--- config.mk ---
export PLATFORM = sky130hd
export DESIGN_NAME = motor_feedback_decoder_unit_flat
export DESIGN_NICKNAME = d
export VERILOG_FILES = /design/src/sv/mfd_pkg.sv /design/src/sv/mfd_ifs.sv /design/src/sv/mfd_serial_mul.sv /design/src/sv/mfd_turn_track.sv /design/src/sv/motor_feedback_decoder_unit.sv /design/src/flat_wrapper.sv
export SDC_FILE = /design/constraint.sdc
export NUM_CORES = 2
export LEC_CHECK = 0
export BUFFER_PORTS_ARGS = -buffer_cell sky130_fd_sc_hd__buf_2
export CAP_MARGIN = 10
export CORE_MARGIN = 3
export CORE_UTILIZATION = 40
export CTS_CLUSTER_DIAMETER = 200
export DETAILED_ROUTE_END_ITERATION = 8
export GPL_ROUTABILITY_DRIVEN = 0
export GPL_TIMING_DRIVEN = 0
export PLACE_DENSITY = 0.67
export SLEW_MARGIN = 20
export SYNTH_ARGS = -nofsm -noshare
export SYNTH_HDL_FRONTEND = slang
export SYNTH_SLANG_ARGS = --single-unit
--- constraint.sdc ---
create_clock -name clk -period 7.95 [get_ports clk]
set_input_delay 1.59 -clock clk [delete_from_list [all_inputs] [get_ports clk]]
set_output_delay 1.59 -clock clk [all_outputs]
set_load 0.01 [all_outputs]
--- src/sv/mfd_pkg.sv ---
// ----------------------------------------------------------------------------
// mfd_pkg
// Shared widths, reset values and register codes of the motor feedback decoder.
// ----------------------------------------------------------------------------
package mfd_pkg;

  localparam int BYTE_W   = 8;
  localparam int COUNT_W  = 16;
  localparam int ANGLE_W  = 24;
  localparam int TURN_W   = 16;
  localparam int TOTAL_W  = 48;
  localparam int FILT_W   = 32;
  localparam int ALPHA_W  = 17;
  localparam int SGAIN_W  = 16;
  localparam int AGAIN_W  = 24;
  localparam int CFG_IDX_W  = 2;
  localparam int CFG_DATA_W = 24;

  localparam int WRAP_THRESHOLD_DEF = 4096;

  localparam logic [ALPHA_W-1:0] SPEED_ALPHA_RST   = 17'd55706;
  localparam logic [ALPHA_W-1:0] CURRENT_ALPHA_RST = 17'd58982;
  localparam logic [SGAIN_W-1:0] SPEED_GAIN_RST    = 16'd1536;
  localparam logic [AGAIN_W-1:0] ANGLE_GAIN_RST    = 24'd737280;

  localparam logic [ALPHA_W-1:0] ALPHA_ONE = 17'h10000;
  localparam int                 TURN_DEG_W = 9;
  localparam logic [TURN_DEG_W-1:0] TURN_DEG = 9'd360;

  typedef enum logic [CFG_IDX_W-1:0] {
    CFG_SPEED_ALPHA   = 2'd0,
    CFG_CURRENT_ALPHA = 2'd1,
    CFG_SPEED_GAIN    = 2'd2,
    CFG_ANGLE_GAIN    = 2'd3
  } cfg_idx_t;

endpackage

--- src/sv/mfd_ifs.sv ---
// ----------------------------------------------------------------------------
// mfd_ifs
// Valid/ready channels: feedback frame in, decoded result out.
// ----------------------------------------------------------------------------
interface mfd_frame_if import mfd_pkg::*; ();
  logic              valid;
  logic              ready;
  logic [BYTE_W-1:0] enc_hi;
  logic [BYTE_W-1:0] enc_lo;
  logic [BYTE_W-1:0] spd_hi;
  logic [BYTE_W-1:0] spd_lo;
  logic [BYTE_W-1:0] cur_hi;
  logic [BYTE_W-1:0] cur_lo;
  logic [BYTE_W-1:0] temp_byte;

  modport source (output valid, enc_hi, enc_lo, spd_hi, spd_lo, cur_hi, cur_lo, temp_byte,
                  input ready);
  modport sink   (input valid, enc_hi, enc_lo, spd_hi, spd_lo, cur_hi, cur_lo, temp_byte,
                  output ready);
endinterface

interface mfd_result_if import mfd_pkg::*; ();
  logic                      valid;
  logic                      ready;
  logic [COUNT_W-1:0]        encoder_count;
  logic [ANGLE_W-1:0]        single_angle;
  logic signed [TURN_W-1:0]  turn_count;
  logic signed [TOTAL_W-1:0] multi_angle;
  logic signed [FILT_W-1:0]  speed_filtered;
  logic signed [FILT_W-1:0]  current_filtered;
  logic [BYTE_W-1:0]         temperature;

  modport source (output valid, encoder_count, single_angle, turn_count, multi_angle,
                  speed_filtered, current_filtered, temperature, input ready);
  modport sink   (input valid, encoder_count, single_angle, turn_count, multi_angle,
                  speed_filtered, current_filtered, temperature, output ready);
endinterface

--- src/sv/mfd_serial_mul.sv ---
// ----------------------------------------------------------------------------
// mfd_serial_mul
// Serial-parallel multiplier: signed multiplicand times unsigned multiplier,
// one multiplier bit per cycle, LSB first.
// ----------------------------------------------------------------------------
module mfd_serial_mul #(
  parameter int MW = 16,
  parameter int NB = 16
) (
  input  logic                        clk,
  input  logic                        rst,
  input  logic                        start,
  input  logic signed [MW-1:0]        mcand,
  input  logic [NB-1:0]               mplier,
  output logic                        busy,
  output logic signed [MW+NB-1:0]     product
);

  localparam int CW = $clog2(NB + 1);

  logic signed [MW-1:0] mc;
  logic signed [MW-1:0] hi;
  logic [NB-1:0]        mp;
  logic [NB-1:0]        lo;
  logic [CW-1:0]        cnt;
  logic [MW:0]          sum;

  assign sum     = {hi[MW-1], hi} + (mp[0] ? {mc[MW-1], mc} : {(MW+1){1'b0}});
  assign busy    = (cnt != '0);
  assign product = {hi, lo};

  always_ff @(posedge clk) begin
    if (rst) begin
      cnt <= '0;
    end else if (start) begin
      cnt <= CW'(NB);
    end else if (busy) begin
      cnt <= cnt - 1'b1;
    end
  end

  always_ff @(posedge clk) begin
    if (start) begin
      mc <= mcand;
      mp <= mplier;
      hi <= '0;
      lo <= '0;
    end else if (busy) begin
      hi <= sum[MW:1];
      lo <= {sum[0], lo[NB-1:1]};
      mp <= mp >> 1;
    end
  end

endmodule

--- src/sv/mfd_turn_track.sv ---
// ----------------------------------------------------------------------------
// mfd_turn_track
// Tracks whole encoder turns from jumps of the count, saturating counter.
// ----------------------------------------------------------------------------
module mfd_turn_track import mfd_pkg::*; #(
  parameter int WRAP_THRESHOLD = WRAP_THRESHOLD_DEF
) (
  input  logic                      clk,
  input  logic                      rst,
  input  logic                      step,
  input  logic [COUNT_W-1:0]        count,
  output logic signed [TURN_W-1:0]  turns
);

  localparam int DW = COUNT_W + 2;
  localparam logic signed [DW-1:0] THR_POS = DW'(WRAP_THRESHOLD);
  localparam logic signed [DW-1:0] THR_NEG = -THR_POS;
  localparam logic signed [TURN_W-1:0] TURN_MAX = {1'b0, {(TURN_W-1){1'b1}}};
  localparam logic signed [TURN_W-1:0] TURN_MIN = {1'b1, {(TURN_W-1){1'b0}}};

  logic [COUNT_W-1:0]       prev_encoder;
  logic signed [DW-1:0]     d;
  logic signed [TURN_W-1:0] turns_next;

  assign d = $signed({2'b00, count}) - $signed({2'b00, prev_encoder});

  always_comb begin
    priority if (d > THR_POS && turns != TURN_MIN) begin
      turns_next = turns - 1'b1;
    end else if (d < THR_NEG && turns != TURN_MAX) begin
      turns_next = turns + 1'b1;
    end else begin
      turns_next = turns;
    end
  end

  always_ff @(posedge clk) begin
    if (rst) begin
      prev_encoder <= '0;
      turns        <= '0;
    end else if (step) begin
      prev_encoder <= count;
      turns        <= turns_next;
    end
  end

endmodule

--- src/sv/motor_feedback_decoder_unit.sv ---
// ----------------------------------------------------------------------------
// motor_feedback_decoder_unit
// Decodes a motor feedback frame: single and multi-turn angle, low-pass
// filtered speed and current, temperature.
//
//   channel   dir   handshake       contents
//   frame     in    valid/ready     encoder, rpm, current, temperature bytes
//   result    out   valid/ready     count, angles, turns, filtered values
//   cfg       in    cfg_we          cfg_idx selects register, cfg_data value
//
// A frame runs from acceptance to a loaded result in steps: first the
// angle, rpm scaling and current filter products (17-bit weight, one bit
// per cycle), then the speed filter and turn-angle products, then a finish.
// The next frame is accepted the cycle after the load, not before it.
// Reset clears turn tracking and filter state and restores register defaults.
// A waiting result that is not taken holds the finish step and the next frame.
// ----------------------------------------------------------------------------
module motor_feedback_decoder_unit import mfd_pkg::*; #(
  parameter int WRAP_THRESHOLD = WRAP_THRESHOLD_DEF
) (
  input  logic                  clk,
  input  logic                  rst,
  input  logic                  cfg_we,
  input  logic [CFG_IDX_W-1:0]  cfg_idx,
  input  logic [CFG_DATA_W-1:0] cfg_data,
  mfd_frame_if.sink             frame,
  mfd_result_if.source          result
);

  typedef enum logic [3:0] {
    ST_IDLE = 4'b0001,
    ST_MUL1 = 4'b0010,
    ST_MUL2 = 4'b0100,
    ST_FIN  = 4'b1000
  } state_t;

  localparam int AM_W = AGAIN_W + 1;
  localparam int FM_W = FILT_W + 1;
  localparam int SUM_W = FILT_W + 3;
  localparam logic signed [SUM_W-1:0] SAT_MAX = SUM_W'(64'sd2147483647);
  localparam logic signed [SUM_W-1:0] SAT_MIN = SUM_W'(-64'sd2147483648);

  state_t state, state_next;

  logic [ALPHA_W-1:0] speed_alpha;
  logic [ALPHA_W-1:0] current_alpha;
  logic [SGAIN_W-1:0] speed_gain;
  logic [AGAIN_W-1:0] angle_gain;

  logic signed [FILT_W-1:0] speed_state;
  logic signed [FILT_W-1:0] current_state;

  logic [COUNT_W-1:0] count_q;
  logic [BYTE_W-1:0]  temp_q;

  logic accept;
  logic load;
  logic start2;
  logic [COUNT_W-1:0] count_in;
  logic signed [TURN_W-1:0] turns;

  logic [ALPHA_W-1:0] speed_a;
  logic [ALPHA_W-1:0] current_a;

  logic                               busy_a, busy_b, busy_c, busy_d, busy_e;
  logic signed [AM_W+COUNT_W-1:0]     prod_a;
  logic signed [2*COUNT_W-1:0]        prod_b;
  logic signed [FM_W+ALPHA_W-1:0]     prod_c;
  logic signed [FM_W+ALPHA_W-1:0]     prod_d;
  logic signed [TURN_W+TURN_DEG_W-1:0] prod_e;

  logic signed [FM_W-1:0] cur_x;
  logic signed [FM_W-1:0] spd_diff;
  logic signed [FM_W-1:0] cur_diff;

  logic signed [SUM_W-1:0] speed_sum;
  logic signed [SUM_W-1:0] current_sum;
  logic signed [FILT_W-1:0] speed_next;
  logic signed [FILT_W-1:0] current_next;
  logic [ANGLE_W:0]        single_raw;
  logic [ANGLE_W-1:0]      single;
  logic signed [TOTAL_W-BYTE_W-15:0] total_hi;

  function automatic logic signed [FILT_W-1:0] sat32(input logic signed [SUM_W-1:0] v);
    if (v > SAT_MAX) begin
      sat32 = {1'b0, {(FILT_W-1){1'b1}}};
    end else if (v < SAT_MIN) begin
      sat32 = {1'b1, {(FILT_W-1){1'b0}}};
    end else begin
      sat32 = v[FILT_W-1:0];
    end
  endfunction

  assign accept   = frame.valid && frame.ready;
  assign frame.ready = (state == ST_IDLE);
  assign count_in = {frame.enc_hi, frame.enc_lo};
  assign load     = (state == ST_FIN) && (!result.valid || result.ready);
  assign start2   = (state == ST_MUL1) && !busy_a && !busy_b && !busy_d;

  assign speed_a   = speed_alpha[ALPHA_W-1]   ? ALPHA_ONE : speed_alpha;
  assign current_a = current_alpha[ALPHA_W-1] ? ALPHA_ONE : current_alpha;

  // config
  always_ff @(posedge clk) begin
    if (rst) begin
      speed_alpha   <= SPEED_ALPHA_RST;
      current_alpha <= CURRENT_ALPHA_RST;
      speed_gain    <= SPEED_GAIN_RST;
      angle_gain    <= ANGLE_GAIN_RST;
    end else if (cfg_we) begin
      unique case (cfg_idx_t'(cfg_idx))
        CFG_SPEED_ALPHA:   speed_alpha   <= cfg_data[ALPHA_W-1:0];
        CFG_CURRENT_ALPHA: current_alpha <= cfg_data[ALPHA_W-1:0];
        CFG_SPEED_GAIN:    speed_gain    <= cfg_data[SGAIN_W-1:0];
        CFG_ANGLE_GAIN:    angle_gain    <= cfg_data[AGAIN_W-1:0];
      endcase
    end
  end

  mfd_turn_track #(
    .WRAP_THRESHOLD(WRAP_THRESHOLD)
  ) u_turn (
    .clk   (clk),
    .rst   (rst),
    .step  (accept),
    .count (count_in),
    .turns (turns)
  );

  assign cur_x    = $signed({{(FM_W-2*BYTE_W-BYTE_W){frame.cur_hi[BYTE_W-1]}},
                             frame.cur_hi, frame.cur_lo, {BYTE_W{1'b0}}});
  assign cur_diff = cur_x - $signed({current_state[FILT_W-1], current_state});
  assign spd_diff = $signed({prod_b[2*COUNT_W-1], prod_b})
                  - $signed({speed_state[FILT_W-1], speed_state});

  mfd_serial_mul #(.MW(AM_W), .NB(COUNT_W)) u_mul_angle (
    .clk(clk), .rst(rst), .start(accept),
    .mcand($signed({1'b0, angle_gain})), .mplier(count_in),
    .busy(busy_a), .product(prod_a)
  );

  mfd_serial_mul #(.MW(COUNT_W), .NB(SGAIN_W)) u_mul_rpm (
    .clk(clk), .rst(rst), .start(accept),
    .mcand($signed({frame.spd_hi, frame.spd_lo})), .mplier(speed_gain),
    .busy(busy_b), .product(prod_b)
  );

  mfd_serial_mul #(.MW(FM_W), .NB(ALPHA_W)) u_mul_cur (
    .clk(clk), .rst(rst), .start(accept),
    .mcand(cur_diff), .mplier(current_a),
    .busy(busy_d), .product(prod_d)
  );

  mfd_serial_mul #(.MW(FM_W), .NB(ALPHA_W)) u_mul_spd (
    .clk(clk), .rst(rst), .start(start2),
    .mcand(spd_diff), .mplier(speed_a),
    .busy(busy_c), .product(prod_c)
  );

  mfd_serial_mul #(.MW(TURN_W), .NB(TURN_DEG_W)) u_mul_turn (
    .clk(clk), .rst(rst), .start(start2),
    .mcand(turns), .mplier(TURN_DEG),
    .busy(busy_e), .product(prod_e)
  );

  // finish: round, saturate, combine
  assign speed_sum = $signed({{3{speed_state[FILT_W-1]}}, speed_state})
                   + $signed({prod_c[FM_W+ALPHA_W-1], prod_c[FM_W+ALPHA_W-1:16]})
                   + $signed({{(SUM_W-1){1'b0}}, prod_c[15]});
  assign current_sum = $signed({{3{current_state[FILT_W-1]}}, current_state})
                     + $signed({prod_d[FM_W+ALPHA_W-1], prod_d[FM_W+ALPHA_W-1:16]})
                     + $signed({{(SUM_W-1){1'b0}}, prod_d[15]});
  assign speed_next   = sat32(speed_sum);
  assign current_next = sat32(current_sum);

  assign single_raw = prod_a[ANGLE_W+16:16] + {{ANGLE_W{1'b0}}, prod_a[15]};
  assign single     = single_raw[ANGLE_W] ? {ANGLE_W{1'b1}} : single_raw[ANGLE_W-1:0];
  assign total_hi   = $signed({prod_e[TURN_W+TURN_DEG_W-1], prod_e})
                    + $signed({10'b0, single[ANGLE_W-1:BYTE_W]});

  always_comb begin
    state_next = state;
    unique case (state)
      ST_IDLE: if (accept) state_next = ST_MUL1;
      ST_MUL1: if (start2) state_next = ST_MUL2;
      ST_MUL2: if (!busy_c && !busy_e) state_next = ST_FIN;
      ST_FIN:  if (load) state_next = ST_IDLE;
      default: state_next = ST_IDLE;
    endcase
  end

  always_ff @(posedge clk) begin
    if (rst) begin
      state         <= ST_IDLE;
      speed_state   <= '0;
      current_state <= '0;
      result.valid  <= 1'b0;
    end else begin
      state <= state_next;
      if (load) begin
        speed_state   <= speed_next;
        current_state <= current_next;
        result.valid  <= 1'b1;
      end else if (result.ready) begin
        result.valid  <= 1'b0;
      end
    end
  end

  always_ff @(posedge clk) begin
    if (accept) begin
      count_q <= count_in;
      temp_q  <= frame.temp_byte;
    end
    if (load) begin
      result.encoder_count    <= count_q;
      result.single_angle     <= single;
      result.turn_count       <= turns;
      result.multi_angle      <= {{(TOTAL_W-BYTE_W-26){total_hi[25]}}, total_hi,
                                  single[BYTE_W-1:0]};
      result.speed_filtered   <= speed_next;
      result.current_filtered <= current_next;
      result.temperature      <= temp_q;
    end
  end

endmodule
--- src/flat_wrapper.sv ---
// flat-port wrapper written by rule: the top's interface ports become plain ports
module motor_feedback_decoder_unit_flat import mfd_pkg::*;
#(
  parameter int WRAP_THRESHOLD = WRAP_THRESHOLD_DEF
)
  (clk, rst, cfg_we, cfg_idx, cfg_data, frame_valid, frame_enc_hi, frame_enc_lo, frame_spd_hi, frame_spd_lo, frame_cur_hi, frame_cur_lo, frame_temp_byte, frame_ready, result_valid, result_encoder_count, result_single_angle, result_turn_count, result_multi_angle, result_speed_filtered, result_current_filtered, result_temperature, result_ready);
  mfd_frame_if frame_i ();
  mfd_result_if result_i ();
  input  logic clk;
  input  logic rst;
  input  logic cfg_we;
  input  logic [CFG_IDX_W-1:0] cfg_idx;
  input  logic [CFG_DATA_W-1:0] cfg_data;
  input wire logic [$bits(frame_i.valid)-1:0] frame_valid;
  input wire logic [$bits(frame_i.enc_hi)-1:0] frame_enc_hi;
  input wire logic [$bits(frame_i.enc_lo)-1:0] frame_enc_lo;
  input wire logic [$bits(frame_i.spd_hi)-1:0] frame_spd_hi;
  input wire logic [$bits(frame_i.spd_lo)-1:0] frame_spd_lo;
  input wire logic [$bits(frame_i.cur_hi)-1:0] frame_cur_hi;
  input wire logic [$bits(frame_i.cur_lo)-1:0] frame_cur_lo;
  input wire logic [$bits(frame_i.temp_byte)-1:0] frame_temp_byte;
  output wire logic [$bits(frame_i.ready)-1:0] frame_ready;
  output wire logic [$bits(result_i.valid)-1:0] result_valid;
  output wire logic [$bits(result_i.encoder_count)-1:0] result_encoder_count;
  output wire logic [$bits(result_i.single_angle)-1:0] result_single_angle;
  output wire logic [$bits(result_i.turn_count)-1:0] result_turn_count;
  output wire logic [$bits(result_i.multi_angle)-1:0] result_multi_angle;
  output wire logic [$bits(result_i.speed_filtered)-1:0] result_speed_filtered;
  output wire logic [$bits(result_i.current_filtered)-1:0] result_current_filtered;
  output wire logic [$bits(result_i.temperature)-1:0] result_temperature;
  input wire logic [$bits(result_i.ready)-1:0] result_ready;
  assign frame_i.valid = frame_valid;
  assign frame_i.enc_hi = frame_enc_hi;
  assign frame_i.enc_lo = frame_enc_lo;
  assign frame_i.spd_hi = frame_spd_hi;
  assign frame_i.spd_lo = frame_spd_lo;
  assign frame_i.cur_hi = frame_cur_hi;
  assign frame_i.cur_lo = frame_cur_lo;
  assign frame_i.temp_byte = frame_temp_byte;
  assign frame_ready = frame_i.ready;
  assign result_valid = result_i.valid;
  assign result_encoder_count = result_i.encoder_count;
  assign result_single_angle = result_i.single_angle;
  assign result_turn_count = result_i.turn_count;
  assign result_multi_angle = result_i.multi_angle;
  assign result_speed_filtered = result_i.speed_filtered;
  assign result_current_filtered = result_i.current_filtered;
  assign result_temperature = result_i.temperature;
  assign result_i.ready = result_ready;
  motor_feedback_decoder_unit #(.WRAP_THRESHOLD(WRAP_THRESHOLD)) u_core (.clk(clk), .rst(rst), .cfg_we(cfg_we), .cfg_idx(cfg_idx), .cfg_data(cfg_data), .frame(frame_i), .result(result_i));
endmodule
==> impl_metrics.env <==
export IMPL_worstPathMaxFanout=15
export IMPL_worstPathBufferInverterCount=2
export IMPL_firstDrtPassIters=5
export IMPL_synth_edf_count=366
export IMPL_areaGrowthSynthToFinish_pct=15.0
export IMPL_cts_tree="yes"
export IMPL_rows=116
export IMPL_clk_path_buf_depth=3
export IMPL_setup_viol=0
export IMPL_ys_flop_type="edfxtp_1"
export IMPL_antenna_found_initial=15
export IMPL_wl_per_cell_um=18.6
export IMPL_cts_buffers=86
export IMPL_drtAntennaViolNets=0
export IMPL_placed_area_sq_um=44200
export IMPL_p_total_mw=17.2
export IMPL_cp_end_kind="flip-flop"
export IMPL_ctsResizeCount=0
export IMPL_dpl_hpwl_mm=87.8
export IMPL_min_path_cells=0
export IMPL_grt_pass1_wl_mm=178
export IMPL_clkSinkCount=727
export IMPL_tightest_slew_ps=1190
export IMPL_clkLatencyLatePin_ps=680
export IMPL_path_cells="buf_2 -> inv_1 -> ha_1 -> fa_1 -> nand2b_1 -> a21oi_1 -> o311a_1 -> o311a_1 -> o211ai_2 -> and4_2 -> o211ai_1 -> o211a_1 -> ha_1 -> a21o_1 -> a21o_1 -> a211oi_1 -> o21ai_0 -> a31o_2 -> nand4_1 -> nand4b_1 -> a21oi_1 -> mux2i_1 -> mux2_2"
export IMPL_drtIter0Drc=2289
export IMPL_power_density_nw_per_um2=364
export IMPL_synthCells=4429
export IMPL_period_share_pct=85.2
export IMPL_async_reset_ff_share_pct=0
export IMPL_slowest_delay_ps=560
export IMPL_cpMaxStageDelayCell="o211a_1"
export IMPL_required_ps=8490
export IMPL_critPathLaunchType="input port"
export IMPL_syn_nets=4832
export IMPL_vias=33700
export IMPL_hold_path_class="flip-flop to flip-flop"
export IMPL_htree_levels=3
export IMPL_syn_area_per_cell_sq_um=9.26
export IMPL_track_usage_pct=21.1
export IMPL_arrival_ps=7320
export IMPL_synth_warnings=0
export IMPL_crit_cells=23
export IMPL_ir_drop_uv=192
export IMPL_worstSetupPathType="input port to flip-flop"
export IMPL_layout_drive_gt1_share_pct=10.9
export IMPL_cts_root_buf="clkbuf_16"
export IMPL_numPortBuffers=262
export IMPL_fin_skew_ps=32.7
export IMPL_n_fill_cell=9568
export IMPL_fin_crit_ps=6770
export IMPL_syn_area_sq_um=41000
export IMPL_ioPinCount=265
export IMPL_r2r_cells=21
export IMPL_die_h_um=326
export IMPL_met1_length_mm=51.0
export IMPL_cts_hold_buf=0
export IMPL_start_util_pct=40.7
export IMPL_grt_start_max_net_pins=49
export IMPL_rsz0062_at_grt="false"
export IMPL_leakage_nw=19.3
export IMPL_grt_pass1_vias=31800
export IMPL_wirelength_mm=116
export IMPL_status="finished, final reports clean"
export IMPL_path_clk_slew_ps=60
export IMPL_slew_violations=0
export IMPL_core_area_sq_um=101000
export IMPL_path_delay_family="compound AO/OA/AOI/OAI gates"
export IMPL_fmax_ghz=0.148
export IMPL_drc=0
export IMPL_overflow=0
export IMPL_highest_layer="met5"
export IMPL_fin_nets=5191
export IMPL_hold_viol_final=0
export IMPL_relSlewSlack_pct=20.5
export IMPL_cts_setup_buffers=0
export IMPL_routed_wl_met3_mm=7.81
export IMPL_design_die_area_sq_um=106000
export IMPL_max_cap_viol_count=0
export IMPL_synth_cell_types=93
export IMPL_ys_seq_area_share_pct=44.4
export IMPL_die_w_um=326
export IMPL_final_cell_area_sq_um=47200
export IMPL_synth_ff_latch_count=727
export IMPL_wl_met2_mm=53.9
export IMPL_detail_route_vias_per_cell=5.41
registers in the layout, summed over array words and instances, names as in the netlist, 32 cells and up:
| signal | count |
|---|---|
| u_core.u_mul_cur.hi | 33 |
| u_core.current_state | 32 |
| u_core.u_mul_spd.mc | 33 |
| u_core.speed_state | 32 |
| u_core.result.current_filtered | 32 |
| u_core.result.speed_filtered | 32 |
| u_core.result.multi_angle | 34 |
| u_core.u_mul_cur.mc | 33 |
| u_core.u_mul_spd.hi | 33 |
layout by cell type (no fill, tap or decap), types with 73 or more instances in the layout:
cell type	instances
edfxtp_1	366
a21o_1	95
nand2_1	727
a21oi_1	435
inv_1	199
dfxtp_1	361
buf_2	273
xor2_1	88
xnor2_1	175
a211oi_1	83
clkbuf_1	155
nor2_1	233
o21ai_0	176
ha_1	303
clkbuf_16	89
nor3_1	73
and2_1	140
nand3_1	127
final timing paths:
path,startpoint,endpoint,slack [ps]
worst max-delay path,frame_enc_lo[0],u_core.u_turn.turns[15]$_SDFFE_PP0P_,1180
worst min-delay path,u_core.count_q[8]$_DFFE_PP_,u_core.result.encoder_count[8]$_DFFE_PP_,410
worst max register to register,u_core.u_turn.prev_encoder[1]$_SDFFE_PP0P_,u_core.u_turn.turns[15]$_SDFFE_PP0P_,1970
worst min register to register,u_core.count_q[8]$_DFFE_PP_,u_core.result.encoder_count[8]$_DFFE_PP_,410
power breakdown:
part,internal (mW),leakage (nW),switching [mW]
Sequential,5.01,6.42,0.659
Clock,2.35,1.43,1.71
Combinational,2.89,11.4,4.58
Total,10.2,19.3,6.95
per-layer routing:
layer	global-route usage [%]	vias to the layer above
met5	0	-
met4	6.21	8
met3	4.14	200
met2	35.2	932
met1	27.6	15900
li1	-	16600
through the flow:
stage | TNS [ps] | cells | hold slack [ps] | setup WS, ps | util, %
after floorplan | 0 | 4429 | 400 | 375 | -
after global placement | -654210 | 6048 | 400 | -4420 | 43.6
after detailed placement | 0 | 6057 | 405 | 673 | 43.8
after CTS | 0 | 6219 | 414 | 1360 | 46.7
after global routing | 0 | 6220 | 424 | 910 | 46.7
final | 0 | 6230 | 412 | 1180 | 46.8
cells in the mapped netlist, types with 14 or more instances:
library cell  number  area [sq um]
a211oi_1          83           623
a21o_1            95           713
a21oi_1          435          2180
a221oi_1          26           228
a31oi_1           38           238
and2_1           140           876
and3_1            38           238
buf_4             25           188
clkbuf_1         143           537
dfxtp_1          361          7230
edfxtp_1         366         11000
ha_1             303          3790
inv_1            199           747
nand2_1          727          2730
nand2b_1          28           175
nand3_1          127           636
nand3b_1          42           315
nand4_1           37           231
nor2_1           234           878
nor2b_1           39           244
nor3_1            73           365
nor4_1            22           138
o211ai_1          18           135
o21a_1            41           308
o21ai_0          176           881
o21ai_1           14          70.1
o21bai_1          37           278
o31ai_1           20           150
or3_1             17           106
xnor2_1          175          1530
xor2_1            88           771
cells by family after synthesis:
logic type | share of synthesized area, %
multiplexers | 0.494
AO/OA/AOI/OAI | 17.6
XOR/XNOR | 5.62
adder cells (fa/ha/maj) | 9.88
AND/OR/NAND/NOR | 18.1
flip-flops | 44.4
buffers and inverters | 3.94
worst reg2reg max path: cells and delay by family, from the launching register on:
kind,cells,cell delay (ps)
buffers and inverters,1,60
adder cells (fa/ha/maj),2,630
AO/OA/AOI/OAI,12,3400
flip-flops,1,370
multiplexers,2,560
AND/OR/NAND/NOR,4,870
final cells by class:
class | instances | area, sq um | share of cell area, %
Inverter | 202 | 758 | 1.61
Clock inverter | 45 | 482 | 1.02
Tap cell | 1357 | 1700 | 3.60
Sequential cell | 727 | 18200 | 38.6
Buffer | 190 | 871 | 1.85
Clock buffer | 117 | 2440 | 5.18
Timing Repair Buffer | 271 | 1460 | 3.10
Multi-Input combinational cell | 3310 | 21200 | 45.0
Antenna cell | 11 | 27.5 | 0.0583
Note: power is estimated with default switching activity, not from simulation.
